File: config.mk
export PLATFORM = sky130hd
export DESIGN_NAME = utf8_to_utf16_decoder
export DESIGN_NICKNAME = d
export VERILOG_FILES = /design/src/hdl/u8u16_pkg.sv /design/src/hdl/utf8_to_utf16_decoder.sv /design/src/hdl/u8u16_front.sv /design/src/hdl/u8u16_back.sv
export SDC_FILE = /design/constraint.sdc
export NUM_CORES = 1
export LEC_CHECK = 0
export ABC_AREA = 1
export BUFFER_PORTS_ARGS = -buffer_cell sky130_fd_sc_hd__buf_2
export CAP_MARGIN = 20
export CORE_ASPECT_RATIO = 2
export CORE_MARGIN = 8
export CORE_UTILIZATION = 62
export DETAILED_ROUTE_END_ITERATION = 8
export HOLD_SLACK_MARGIN = 0.02
export PLACE_DENSITY = 0.77
export SYNTH_ARGS = -nofsm -noshare
export SYNTH_HDL_FRONTEND = slang
export SYNTH_SLANG_ARGS = --single-unit
File: constraint.sdc
create_clock -name clk -period 5.2 [get_ports clk]
set_input_delay 1.56 -clock clk [delete_from_list [all_inputs] [get_ports clk]]
set_output_delay 1.56 -clock clk [all_outputs]
set_load 0.05 [all_outputs]
File: src/hdl/u8u16_pkg.sv
// Shared types, constants and byte classification for the UTF-8 to UTF-16 decoder.
package u8u16_pkg;

  localparam int unsigned QUEUE_DEPTH = 4;

  localparam logic [15:0] REPLACEMENT_UNIT = 16'hFFFD;
  localparam logic [15:0] HIGH_SURR_BASE   = 16'hD800;
  localparam logic [15:0] LOW_SURR_BASE    = 16'hDC00;
  localparam logic [20:0] SUPP_OFFSET      = 21'h10000;

  localparam logic [7:0] CONT_MASK  = 8'hC0;
  localparam logic [7:0] CONT_MARK  = 8'h80;
  localparam logic [7:0] LEAD2_MASK = 8'hE0;
  localparam logic [7:0] LEAD2_MARK = 8'hC0;
  localparam logic [7:0] LEAD3_MASK = 8'hF0;
  localparam logic [7:0] LEAD3_MARK = 8'hE0;
  localparam logic [7:0] LEAD4_MASK = 8'hF8;
  localparam logic [7:0] LEAD4_MARK = 8'hF0;

  typedef struct packed {
    logic [7:0] data;
    logic       eot;
    logic [2:0] lead_len;
    logic       is_cont;
  } byte_item_t;

  function automatic logic [2:0] lead_length(input logic [7:0] b);
    logic [2:0] len;
    if (b[7] == 1'b0) begin
      len = 3'd1;
    end else if ((b & LEAD2_MASK) == LEAD2_MARK) begin
      len = 3'd2;
    end else if ((b & LEAD3_MASK) == LEAD3_MARK) begin
      len = 3'd3;
    end else if ((b & LEAD4_MASK) == LEAD4_MARK) begin
      len = 3'd4;
    end else begin
      len = 3'd0;
    end
    return len;
  endfunction

  function automatic byte_item_t classify(input logic [7:0] b, input logic eot);
    byte_item_t it;
    it.data     = b;
    it.eot      = eot;
    it.lead_len = lead_length(b);
    it.is_cont  = ((b & CONT_MASK) == CONT_MARK);
    return it;
  endfunction

endpackage

File: src/hdl/utf8_to_utf16_decoder.sv
// UTF-8 to UTF-16 decoder top level: byte queue front end and decode back end.
// Throughput: one byte per cycle while the output is not stalled; the low half of a surrogate
// pair and each byte decoded again after a bad continuation hold off new bytes in the back end.
// The back end emits at most one code unit per cycle through its output register, and holds it while out_ready is low.
// Reset: synchronous; empties the byte queue, the pending window and the output register.
module utf8_to_utf16_decoder #(
  parameter int unsigned QUEUE_DEPTH = u8u16_pkg::QUEUE_DEPTH
) (
  input  logic        clk,
  input  logic        rst,
  input  logic        in_valid,
  output logic        in_ready,
  input  logic [7:0]  in_byte,
  input  logic        end_of_text,
  output logic        out_valid,
  input  logic        out_ready,
  output logic [15:0] code_unit,
  output logic        last_unit
);

  logic                  q_valid;
  logic                  q_ready;
  u8u16_pkg::byte_item_t q_item;

  u8u16_front #(
    .QUEUE_DEPTH (QUEUE_DEPTH)
  ) u_front (
    .clk         (clk),
    .rst         (rst),
    .in_valid    (in_valid),
    .in_ready    (in_ready),
    .in_byte     (in_byte),
    .end_of_text (end_of_text),
    .q_valid     (q_valid),
    .q_item      (q_item),
    .q_ready     (q_ready)
  );

  u8u16_back u_back (
    .clk       (clk),
    .rst       (rst),
    .q_valid   (q_valid),
    .q_item    (q_item),
    .q_ready   (q_ready),
    .out_valid (out_valid),
    .out_ready (out_ready),
    .code_unit (code_unit),
    .last_unit (last_unit)
  );

endmodule

File: src/hdl/u8u16_front.sv
// Front end: accept input bytes, classify them and queue them for the decoder.
module u8u16_front #(
  parameter int unsigned QUEUE_DEPTH = u8u16_pkg::QUEUE_DEPTH
) (
  input  logic                  clk,
  input  logic                  rst,
  input  logic                  in_valid,
  output logic                  in_ready,
  input  logic [7:0]            in_byte,
  input  logic                  end_of_text,
  output logic                  q_valid,
  output u8u16_pkg::byte_item_t q_item,
  input  logic                  q_ready
);

  localparam int unsigned PW = $clog2(QUEUE_DEPTH);
  localparam int unsigned CW = $clog2(QUEUE_DEPTH + 1);
  localparam logic [CW-1:0] FULL = CW'(QUEUE_DEPTH);
  localparam logic [PW-1:0] LAST_SLOT = PW'(QUEUE_DEPTH - 1);

  u8u16_pkg::byte_item_t slots [QUEUE_DEPTH];
  logic [PW-1:0] wr_ptr;
  logic [PW-1:0] rd_ptr;
  logic [CW-1:0] count;
  logic          push;
  logic          pop;

  assign in_ready = (count != FULL);
  assign q_valid  = (count != '0);
  assign q_item   = slots[rd_ptr];
  assign push     = in_valid && in_ready;
  assign pop      = q_valid && q_ready;

  always_ff @(posedge clk) begin
    if (push) begin
      slots[wr_ptr] <= u8u16_pkg::classify(in_byte, end_of_text);
    end
  end

  always_ff @(posedge clk) begin
    if (rst) begin
      wr_ptr <= '0;
      rd_ptr <= '0;
      count  <= '0;
    end else begin
      if (push) begin
        wr_ptr <= (wr_ptr == LAST_SLOT) ? '0 : wr_ptr + PW'(1);
      end
      if (pop) begin
        rd_ptr <= (rd_ptr == LAST_SLOT) ? '0 : rd_ptr + PW'(1);
      end
      if (push && !pop) begin
        count <= count + CW'(1);
      end else if (pop && !push) begin
        count <= count - CW'(1);
      end
    end
  end

endmodule

File: src/hdl/u8u16_back.sv
// Back end: byte window, sequence decode, surrogate split and output register.
module u8u16_back (
  input  logic                  clk,
  input  logic                  rst,
  input  logic                  q_valid,
  input  u8u16_pkg::byte_item_t q_item,
  output logic                  q_ready,
  output logic                  out_valid,
  input  logic                  out_ready,
  output logic [15:0]           code_unit,
  output logic                  last_unit
);

  u8u16_pkg::byte_item_t win [3];
  logic [1:0]  cnt;
  logic        eot_w;
  logic        pair;
  logic [15:0] pair_unit;
  logic        pair_last;

  u8u16_pkg::byte_item_t ext [4];
  u8u16_pkg::byte_item_t win_next [3];
  logic        can_emit;
  logic        take;
  logic [2:0]  en;
  logic        eot_e;
  logic [2:0]  lead;
  logic        bad;
  logic [20:0] cp;
  logic [20:0] sup;
  logic        emit;
  logic [15:0] unit;
  logic [2:0]  consume;
  logic [2:0]  rem;
  logic        pair_set;
  logic [15:0] pair_lo;
  logic        last;

  assign can_emit = !out_valid || out_ready;
  assign q_ready  = take && can_emit;

  always_comb begin
    take = q_valid && !pair && !eot_w &&
           ((cnt == 2'd0) || ((win[0].lead_len != 3'd0) && ({1'b0, cnt} < win[0].lead_len)));
    for (int i = 0; i < 3; i++) begin
      ext[i] = (2'(i) < cnt) ? win[i] : q_item;
    end
    ext[3] = q_item;
    en    = {1'b0, cnt} + {2'b00, take};
    eot_e = eot_w || (take && q_item.eot);
    lead  = ext[0].lead_len;
    bad   = ((lead >= 3'd2) && !ext[1].is_cont) ||
            ((lead >= 3'd3) && !ext[2].is_cont) ||
            ((lead == 3'd4) && !ext[3].is_cont);

    case (lead)
      3'd2:    cp = {10'd0, ext[0].data[4:0], ext[1].data[5:0]};
      3'd3:    cp = {5'd0, ext[0].data[3:0], ext[1].data[5:0], ext[2].data[5:0]};
      3'd4:    cp = {ext[0].data[2:0], ext[1].data[5:0], ext[2].data[5:0],
                     ext[3].data[5:0]};
      default: cp = {13'd0, ext[0].data};
    endcase
    sup     = cp - u8u16_pkg::SUPP_OFFSET;
    pair_lo = u8u16_pkg::LOW_SURR_BASE | {6'd0, sup[9:0]};

    emit     = 1'b0;
    unit     = u8u16_pkg::REPLACEMENT_UNIT;
    consume  = 3'd0;
    pair_set = 1'b0;
    if (pair) begin
      emit = 1'b1;
      unit = pair_unit;
    end else if (en != 3'd0) begin
      if (lead == 3'd0) begin
        emit    = 1'b1;
        consume = 3'd1;
      end else if (en < lead) begin
        if (eot_e) begin
          emit    = 1'b1;
          consume = en;
        end
      end else if (bad) begin
        emit    = 1'b1;
        consume = 3'd1;
      end else begin
        emit    = 1'b1;
        consume = lead;
        if (cp[20:16] != 5'd0) begin
          pair_set = 1'b1;
          unit     = u8u16_pkg::HIGH_SURR_BASE + {5'd0, sup[20:10]};
        end else begin
          unit = cp[15:0];
        end
      end
    end
    rem  = en - consume;
    last = pair ? pair_last : (eot_e && (rem == 3'd0) && !pair_set);

    for (int i = 0; i < 3; i++) begin
      case (consume)
        3'd1:    win_next[i] = ext[(i + 1) % 4];
        3'd2:    win_next[i] = ext[(i + 2) % 4];
        3'd3:    win_next[i] = ext[(i + 3) % 4];
        default: win_next[i] = ext[i];
      endcase
    end
  end

  always_ff @(posedge clk) begin
    if (can_emit) begin
      for (int i = 0; i < 3; i++) begin
        win[i] <= win_next[i];
      end
      code_unit <= unit;
      last_unit <= last;
      if (pair_set) begin
        pair_unit <= pair_lo;
        pair_last <= eot_e && (rem == 3'd0);
      end
    end
  end

  always_ff @(posedge clk) begin
    if (rst) begin
      cnt       <= 2'd0;
      eot_w     <= 1'b0;
      pair      <= 1'b0;
      out_valid <= 1'b0;
    end else if (can_emit) begin
      cnt       <= rem[1:0];
      eot_w     <= eot_e && (rem != 3'd0);
      pair      <= pair_set;
      out_valid <= emit;
    end
  end

endmodule
### Word level (Yosys, flattened, before mapping)

Memory sizes are Yosys's and may differ from the RTL's. A register that Yosys moved wholly into a read port is not among the register bits.
Cells that the tools add are included.

* latch bits: 0
* register bits: 40
* output and inout bits: 19
* input port bits: 13
* word-level logic and storage cells: 131
* memories kept: 2
* memory bits (writable): 91
* ROM bits: 0

* eq/ne operators: 13
* bitwise logic cells: 1
* shift-type cells: 0
* mux-type cells: 46
* add/sub/neg operators: 8
* divide/modulo/power cells: 0
* reductions and logical operators: 41
* $lt $le $gt $ge: 7
* multipliers: 0

Memories
* u_front.slots: words 4, bits a word 13, rd ports 1, clocked after memory_dff 1, write ports 1, RTL line u8u16_front.sv:21 `u8u16_pkg::byte_item_t slots [QUEUE_DEPTH];`
* u_back.win: words 3, bits a word 13, rd ports 3, clocked after memory_dff 0, write ports 3, RTL line u8u16_back.sv:14 `u8u16_pkg::byte_item_t win [3];`

Operators with widths (number)
* 13-bit case mux with 3 select lines: 3
* 21-bit case mux with 3 select lines: 1
* 14-bit 2-to-1 mux: 4
* 13-bit 2-to-1 mux: 3
* 3-bit 2-to-1 mux: 13
* 21-bit by 17-bit subtractor with 21-bit output (second input constant): 1
* 15-bit by 12-bit adder with 16-bit output (first input constant): 1
* 1-bit logical AND: 16
* 1-bit 2-to-1 mux: 16
* 16-bit 2-to-1 mux: 1
* 3-bit by 2-bit equality test with 1-bit output (second input constant): 4
* 3-bit nonzero test: 4
* 10-bit 2-to-1 mux: 1
* 1-bit zero test: 9
* 2-bit 2-to-1 mux: 4
* 2-bit equality test (second input constant): 3
* 3-bit equality test (second input constant): 2
* 3-bit by 2-bit >= comparator with 1-bit output (second input constant): 2
* 3-bit zero test: 2
* 5-bit equality test (second input constant): 1
* 1-bit logical OR: 5
* 5-bit nonzero test: 1
* 5-bit OR reduction: 1
* 2-bit by 1-bit adder with 2-bit output (second input constant): 2
* 15 further kinds: 16

### Depth between registers and ports, before layout

Gate-level depths: netlist of the first run.
An unclocked memory read counts as a cell.

* depth after elaboration: 17
* gate-level depth with buffers: 25

### By module

Synthesis of the first run repeated with hierarchy kept, for this count alone.

* cells, all modules: 807
* area total of the unflattened synthesis: 7234.4 µm²

Modules (own cells, without submodules)
* u8u16_back: seq. area each 2021.9 µm², area an instance 4698.3 µm², times used 1, cells each 604
* u8u16_front: seq. area each 1741.7 µm², area an instance 2536.2 µm², times used 1, cells each 203

### Least setup slack after synthesis of the first run

No wires, ideal clock.

* path type: in2reg
* start: input out_ready
* end: register u_front.count[2]
* setup slack: 0.734 ns
* arrival: 4.333 ns
* setup time: 0.132 ns
* stages: 9
* path buffers: 0
* path through: nor2_1 -> clkinv_1 -> nand2_1 -> ha_1 -> inv_1 -> fa_1 -> xor2_1 -> nand2_1 -> a21oi_1

* word-level cells in the longest chain between the ends: 6
* elaborated cells between the ends (all ways): 8
* those cells by class: 1 x mux; 7 x reduce/logical

Ends and longest elaborated chain
* start: declaration: RTL line utf8_to_utf16_decoder.sv:16 `input logic out_ready,`
* 1-bit logical OR (*): RTL line u8u16_back.sv:39 `assign can_emit = !out_valid || out_ready;`
* net u_back.can_emit: RTL line u8u16_back.sv:23 `logic can_emit;`
* 1-bit logical AND (*): RTL line u8u16_back.sv:40 `assign q_ready = take && can_emit;`
* 1-bit logical AND (*): RTL line u8u16_front.sv:32 `assign pop = q_valid && q_ready;`
* 1-bit zero test: RTL line u8u16_front.sv:52 `if (push && !pop) begin`
* 1-bit logical AND: RTL line u8u16_front.sv:52
* 3-bit 2-to-1 mux / 2-bit nonzero test (equally long branches)
* end signal: assignment: RTL line u8u16_front.sv:53 `count <= count + CW'(1);`
* end signal: assignment: RTL line u8u16_front.sv:55 `count <= count - CW'(1);`
* end: declaration: RTL line u8u16_front.sv:24 `logic [CW-1:0] count;`

The timed path passes the listed nets; every way through them passes the cells marked *.
A chain may end at the register's enable or synchronous reset.

### Worst setup path in the final report of the first run

* start: register u_back.cnt[1]
* end: register u_back.pair_last (data pin)

* word-level cells in the longest chain between the ends: 14
* elaborated cells between the ends (all ways): 36
* those cells by class: 2 x add/sub; 7 x order compare; 1 x eq/ne; 9 x mux; 17 x reduce/logical

Ends and longest elaborated chain
* start: declaration: RTL line u8u16_back.sv:15 `logic [1:0] cnt;`
* start signal: assignment: RTL line u8u16_back.sv:130 `cnt <= rem[1:0];`
* parallel branches: the longest is 13 deep, another holds 2-bit by 3-bit < comparator with 1-bit output
* 1-bit logical AND (*): RTL line u8u16_back.sv:118 `pair_last <= eot_e && (rem == 3'd0);`
* end signal: assignment: RTL line u8u16_back.sv:118
* end: declaration: RTL line u8u16_back.sv:19 `logic pair_last;`

Every way passes the cells marked *.

==> impl_metrics.py, run 1 <==
metrics = {
    "run_status": {
        "outcome": "complete, but fails checks",
        "violations": "design-rule violations",
    },
    "place": {
        "globalplace.congestion": 0.911,
        "portBuffers": 31,
        "post-dp-hpwl_microns": 13700,
        "dpl_cell_area_sq_um": 7590,
    },
    "timing": {
        "rsz0062_at_grt": "no",
        "setup_violations": 0,
        "drv_slew": 0,
        "tns_ns": 0,
        "finalCriticalPeriod_ns": 4.62,
        "max_slew_margin_pct": 38.4,
        "worstMarginPinSlew_ns": 0.920,
        "period_share_pct": 88.9,
        "fin_skew_ns": 0.0126,
        "holdWs_ns": 0.508,
        "hold_viol": 0,
        "max_freq_mhz": 216,
    },
    "grt": {
        "grt_pass1_vias": 6544,
        "global_route.usage.met1_pct": 26.7,
        "top_usage_layer": "met2",
        "gr-total-overflow": 0,
        "use_met3_pct": 4.45,
        "use_met2_pct": 46.8,
        "antenna_found_initial": 0,
        "grt_max_degree": 60,
        "grt_pass1_wl_microns": 32500,
        "grt_usage_pct": 25.9,
    },
    "worst_setup_path": {
        "crit_path_frequent_cell": "ha_1",
        "worstPathCellList": "nor2_8 -> inv_2 -> nand3_1 -> and2_1 -> ha_1 -> ha_1 -> ha_1 -> a21oi_1 -> nand2_2 -> nand4_1 -> nand3_2 -> inv_6 -> ha_1 -> inv_1 -> fa_1 -> xnor2_1 -> xor2_2 -> nand2_1 -> nor2_1",
        "worstPathRequired_ns": 5.48,
        "rr_worst_depth": 19,
        "worstReg2RegStart": "u_back.cnt[1]$_SDFFE_PP0P_",
        "slowest_delay_ns": 0.59,
        "rrSetupSlack_ns": 0.58,
        "start_kind": "flop",
        "crit_slowest_cell": "dfxtp_1",
        "cp-startpoint": "u_back.cnt[1]$_SDFFE_PP0P_",
        "end_kind": "flop",
        "timing.rr.end": "u_back.pair_last$_DFFE_PP_",
        "cp_max_fo": 20,
        "crit_arrival_ns": 4.90,
        "crit_type": "flop to flop",
    },
    "yosys": {
        "syn_avg_cell_area_sq_um": 8.88,
        "yosysSeqAreaShare_pct": 50.4,
        "ys_ff_latch": 130,
        "ys_async_sr_fraction_pct": 0,
        "syn_nets": 869,
        "synth-edff-count": 116,
        "synth_cells": 841,
        "synth_area_sq_um": 7460,
        "synth-main-ff-cell": "edfxtp_1",
        "ys_types": 45,
        "yosysWarnings": 0,
    },
    "route": {
        "drt_iter0_markers": 803,
        "drc_errors": 2,
        "routed_via_density": 6.55,
        "vias": 6673,
        "ant_nets": 0,
        "wl_microns": 20300,
        "routedWlPerCell_microns": 19.9,
        "dr.pass1.iters": 9,
    },
    "cts": {
        "clk_pin_slew_ns": 0.06,
        "root_buffer": "clkbuf_16",
        "htreeDepth": 4,
        "ctsHoldBuffers": 0,
        "cts_tree": "built",
        "cts-resized-gates": 0,
        "clk_latency_ns": 0.43,
        "cts_setup_buffers": 0,
        "cts-buffers-inserted": 17,
        "cts_max_path_buffers": 2,
        "cts.sinks": 130,
    },
    "worst_hold_path": {
        "min_path_type": "flop to flop",
        "worstHoldStart": "u_front.rd_ptr[1]$_SDFFE_PP0P_",
        "holdPathStages": 2,
    },
    "die": {
        "rows": 56,
        "top_level_ports": 32,
        "core-area_sq_um": 11800,
        "initial_core_util_pct": 63.4,
        "chipHeight_microns": 171,
        "die_width_microns": 93.6,
        "die_area_sq_um": 16000,
    },
    "final_layout": {
        "layout_common_cells": "220 x nand2_1, 116 x edfxtp_1, 111 x nand3_1",
        "diodes": 0,
        "area.growth.synth_to_final_pct": 10.3,
        "final_common_cell": "nand2_1",
        "final_nets": 889,
        "final_cell_area_sq_um": 8230,
        "drive_gt1_share_pct": 13.2,
    },
    "run": {
        "drv_cap": 0,
    },
}
## cells in the mapped netlist (3+ instances only)
cell type,number,area [sq um]
nor3_1,5,25.0
o211ai_1,7,52.6
nand2_2,7,43.8
a21oi_1,14,70.1
nand3_1,111,556
a211oi_1,6,45.0
inv_1,69,259
buf_2,11,55.1
nand2_1,220,826
dfxtp_1,14,280
o21ai_0,31,155
edfxtp_1,116,3480
o22ai_1,7,43.8
clkbuf_1,6,22.5
a22oi_1,7,52.6
buf_4,18,135
nor2_1,29,109
nand2_4,4,45.0
nand4_1,77,482
o21ai_1,13,65.1
nand3_2,3,30.0
xor2_1,3,26.3
buf_6,10,113
inv_2,10,37.5
ha_1,13,163
## metrics by stage
stage                     util (%)  std cells  setup slack, ns
final                         69.9       1019            0.579
after global placement        64.4        986            0.840
after detailed placement      64.5        987            0.658
after CTS                     69.9       1019            0.633
after global routing          69.9       1019            0.321
after floorplan                  -        841            0.734
## logic make-up after synthesis
kind of cell,Yosys count,synth area share (%)
adders and majority gates,15,2.72
buffers and inverters,128,8.63
DFF,130,50.4
AOI/OAI and AO/OA,98,7.91
xor gates and xnor gates,6,0.805
and+or+nand+nor,464,29.5
## per-layer routing
layer,vias to the layer above,wire (microns)
met2,437,10800
li1,3005,-
met1,3116,6910
met3,115,1460
met4,0,1060
met5,-,0
## sequential cells by signal, summed over array words and instances (netlist names), 2 cells and up, named ones only
name,flops
u_back.win,36
u_back.pair_unit,10
u_front.wr_ptr,2
u_front.slots,52
u_back.cnt,2
u_front.count,3
u_back.code_unit,16
u_front.rd_ptr,2
## worst max-delay path, delay by kind of cell (launching register included)
kind / cells / cell delay, ns
adder cells (fa/ha/maj): 5 / 1.36
AND/OR/NAND/NOR: 8 / 1.29
flip-flops: 1 / 0.59
XOR/XNOR: 2 / 0.49
buffers and inverters: 3 / 0.48
AO/OA/AOI/OAI: 1 / 0.24
## cell type report
type / count / area, sq um
timing repair buffer: 46 / 268
inverter: 83 / 319
tap: 145 / 181
clock buffer: 17 / 425
multi-input combinational: 583 / 3060
fill: 899 / 3540
clock inverter: 15 / 219
sequential: 130 / 3760
## worst max-delay path by stage
| stage | to | slack [ns] | depth (start not counted) |
|---|---|---|---|
| finish | u_back.pair_last$_DFFE_PP_ | 0.58 | 19 |
| floorplan | u_front.count[2]$_SDFFE_PP0P_ | 0.73 | 9 |
| global placement | u_back.eot_w$_SDFFE_PP0P_ | 0.84 | 21 |
| global route | u_back.pair_last$_DFFE_PP_ | 0.32 | 19 |
| CTS | u_back.pair_last$_DFFE_PP_ | 0.63 | 20 |
| detailed placement | u_back.pair_last$_DFFE_PP_ | 0.66 | 20 |
Power of run 1 is left out: the tool's default activity adds up to more than one toggle a clock period on the data nets, which glitch-free logic cannot reach.
==> run 2: changes to the inputs <==
Settings changed: CTS_BUF_LIST set to sky130_fd_sc_hd__clkbuf_4 sky130_fd_sc_hd__clkbuf_8.
==> run 2 against run 1 <==
The run now ends clean. Critical path depth unchanged. Sequential cell count unchanged. Via count decreased by 1.9%. Critical endpoint unchanged.
==> impl_metrics.py, run 2 (synthesis gave the netlist of run 1 again) <==
metrics = {
    "worst_setup_path": {
        "cp-startpoint": "u_back.cnt[1]$_SDFFE_PP0P_",
        "end_kind": "flop",
        "cp_max_fo": 20,
        "start_kind": "flop",
        "crit_type": "flop to flop",
        "crit_arrival_ns": 4.95,
        "worstReg2RegStart": "u_back.cnt[1]$_SDFFE_PP0P_",
        "worstPathRequired_ns": 5.51,
    },
    "place": {
        "dpl_cell_area_sq_um": 7590,
        "post-dp-hpwl_microns": 13700,
        "portBuffers": 31,
        "globalplace.congestion": 0.911,
    },
    "timing": {
        "period_share_pct": 89.1,
        "worstMarginPinSlew_ns": 0.908,
        "holdWs_ns": 0.505,
        "max_freq_mhz": 216,
        "hold_viol": 0,
        "finalCriticalPeriod_ns": 4.63,
        "setup_violations": 0,
        "rsz0062_at_grt": "no",
        "tns_ns": 0,
        "fin_skew_ns": 0.0177,
        "max_slew_margin_pct": 39.3,
        "drv_slew": 0,
    },
    "cts": {
        "ctsHoldBuffers": 0,
        "htreeDepth": 4,
        "clk_pin_slew_ns": 0.09,
        "cts_tree": "built",
        "root_buffer": "clkbuf_8",
        "cts_setup_buffers": 0,
        "cts-resized-gates": 0,
        "cts_max_path_buffers": 2,
        "cts-buffers-inserted": 17,
        "clk_latency_ns": 0.46,
        "cts.sinks": 130,
    },
    "final_layout": {
        "area.growth.synth_to_final_pct": 7.73,
        "final_cell_area_sq_um": 8040,
        "final_util_pct": 68.3,
        "final_common_cell": "nand2_1",
        "diodes": 0,
        "largest_reg_flops": 52,
        "final_nets": 889,
        "drive_gt1_share_pct": 13.2,
        "layout_common_cells": "220 x nand2_1, 116 x edfxtp_1, 111 x nand3_1",
        "reg.largest.list": "u_front.slots (52), u_back.win (36), u_back.code_unit (16)",
        "top_register": "u_front.slots",
    },
    "grt": {
        "grt_pass1_wl_microns": 31700,
        "antenna_found_initial": 0,
        "grt_pass1_vias": 6405,
        "grt_max_degree": 60,
        "gr-total-overflow": 0,
        "grt_usage_pct": 25.3,
    },
    "die": {
        "core-area_sq_um": 11800,
        "die_area_sq_um": 16000,
        "rows": 56,
        "chipHeight_microns": 171,
        "die_width_microns": 93.6,
        "initial_core_util_pct": 63.4,
        "top_level_ports": 32,
    },
    "route": {
        "dr.pass1.iters": 7,
        "drc_errors": 0,
        "vias": 6548,
        "wl_microns": 19700,
        "routedWlPerCell_microns": 19.4,
        "routed_via_density": 6.43,
        "drt_iter0_markers": 760,
        "ant_nets": 0,
    },
    "worst_hold_path": {
        "worstHoldStart": "u_front.rd_ptr[1]$_SDFFE_PP0P_",
        "min_path_type": "flop to flop",
    },
    "run": {
        "drv_cap": 0,
    },
    "run_status": {
        "outcome": "finished, final reports clean",
    },
}
==> run 2: worst paths after layout <==
| check | end | depth (start not counted) | slack [ns] |
|---|---|---|---|
| hold reg to reg | u_front.rd_ptr[1]$_SDFFE_PP0P_ | 2 | 0.51 |
| setup / recovery | u_back.pair_last$_DFFE_PP_ | 19 | 0.57 |
| hold / removal | u_front.rd_ptr[1]$_SDFFE_PP0P_ | 2 | 0.51 |
| setup reg to reg | u_back.pair_last$_DFFE_PP_ | 19 | 0.57 |
==> run 2: metal layers <==
metal / GRT usage, % / wire (microns) / vias to the layer above
met4: 16.5 / 903 / 0
met3: 4.76 / 1280 / 92
met2: 44.9 / 10600 / 363
met5: 0 / 0 / -
met1: 26.3 / 7010 / 3087
li1: - / - / 3006
==> run 2: stage by stage <==
stage,setup WS (ns),cells
2_1_floorplan,0.734,841
3_3_place_gp,0.840,986
3_5_place_dp,0.658,987
4_1_cts,0.622,1019
5_1_grt,0.305,1019
6_report,0.569,1019
==> run 2: worst max-delay path, stage by stage, from the launching register on <==
cell and delay, ns:
dfxtp_1 0.61, nor2_8 0.12, inv_2 0.27, nand3_1 0.17, and2_1 0.20, ha_1 0.21, ha_1 0.38, ha_1 0.24
a21oi_1 0.25, nand2_2 0.17, nand4_1 0.14, nand3_2 0.33, inv_6 0.14, ha_1 0.15, inv_1 0.05, fa_1 0.37
xnor2_1 0.28, xor2_2 0.21, nand2_1 0.07, nor2_1 0.11
==> run 2: cell type report <==
cell class	instances	area (sq um)
clock buffer	17	234
clock inverter	15	219
fill	930	3730
inverter	83	319
multi-input combinational	583	3060
sequential	130	3760
tap	145	181
timing repair buffer	46	268
Power of run 2 is left out for the same reason.
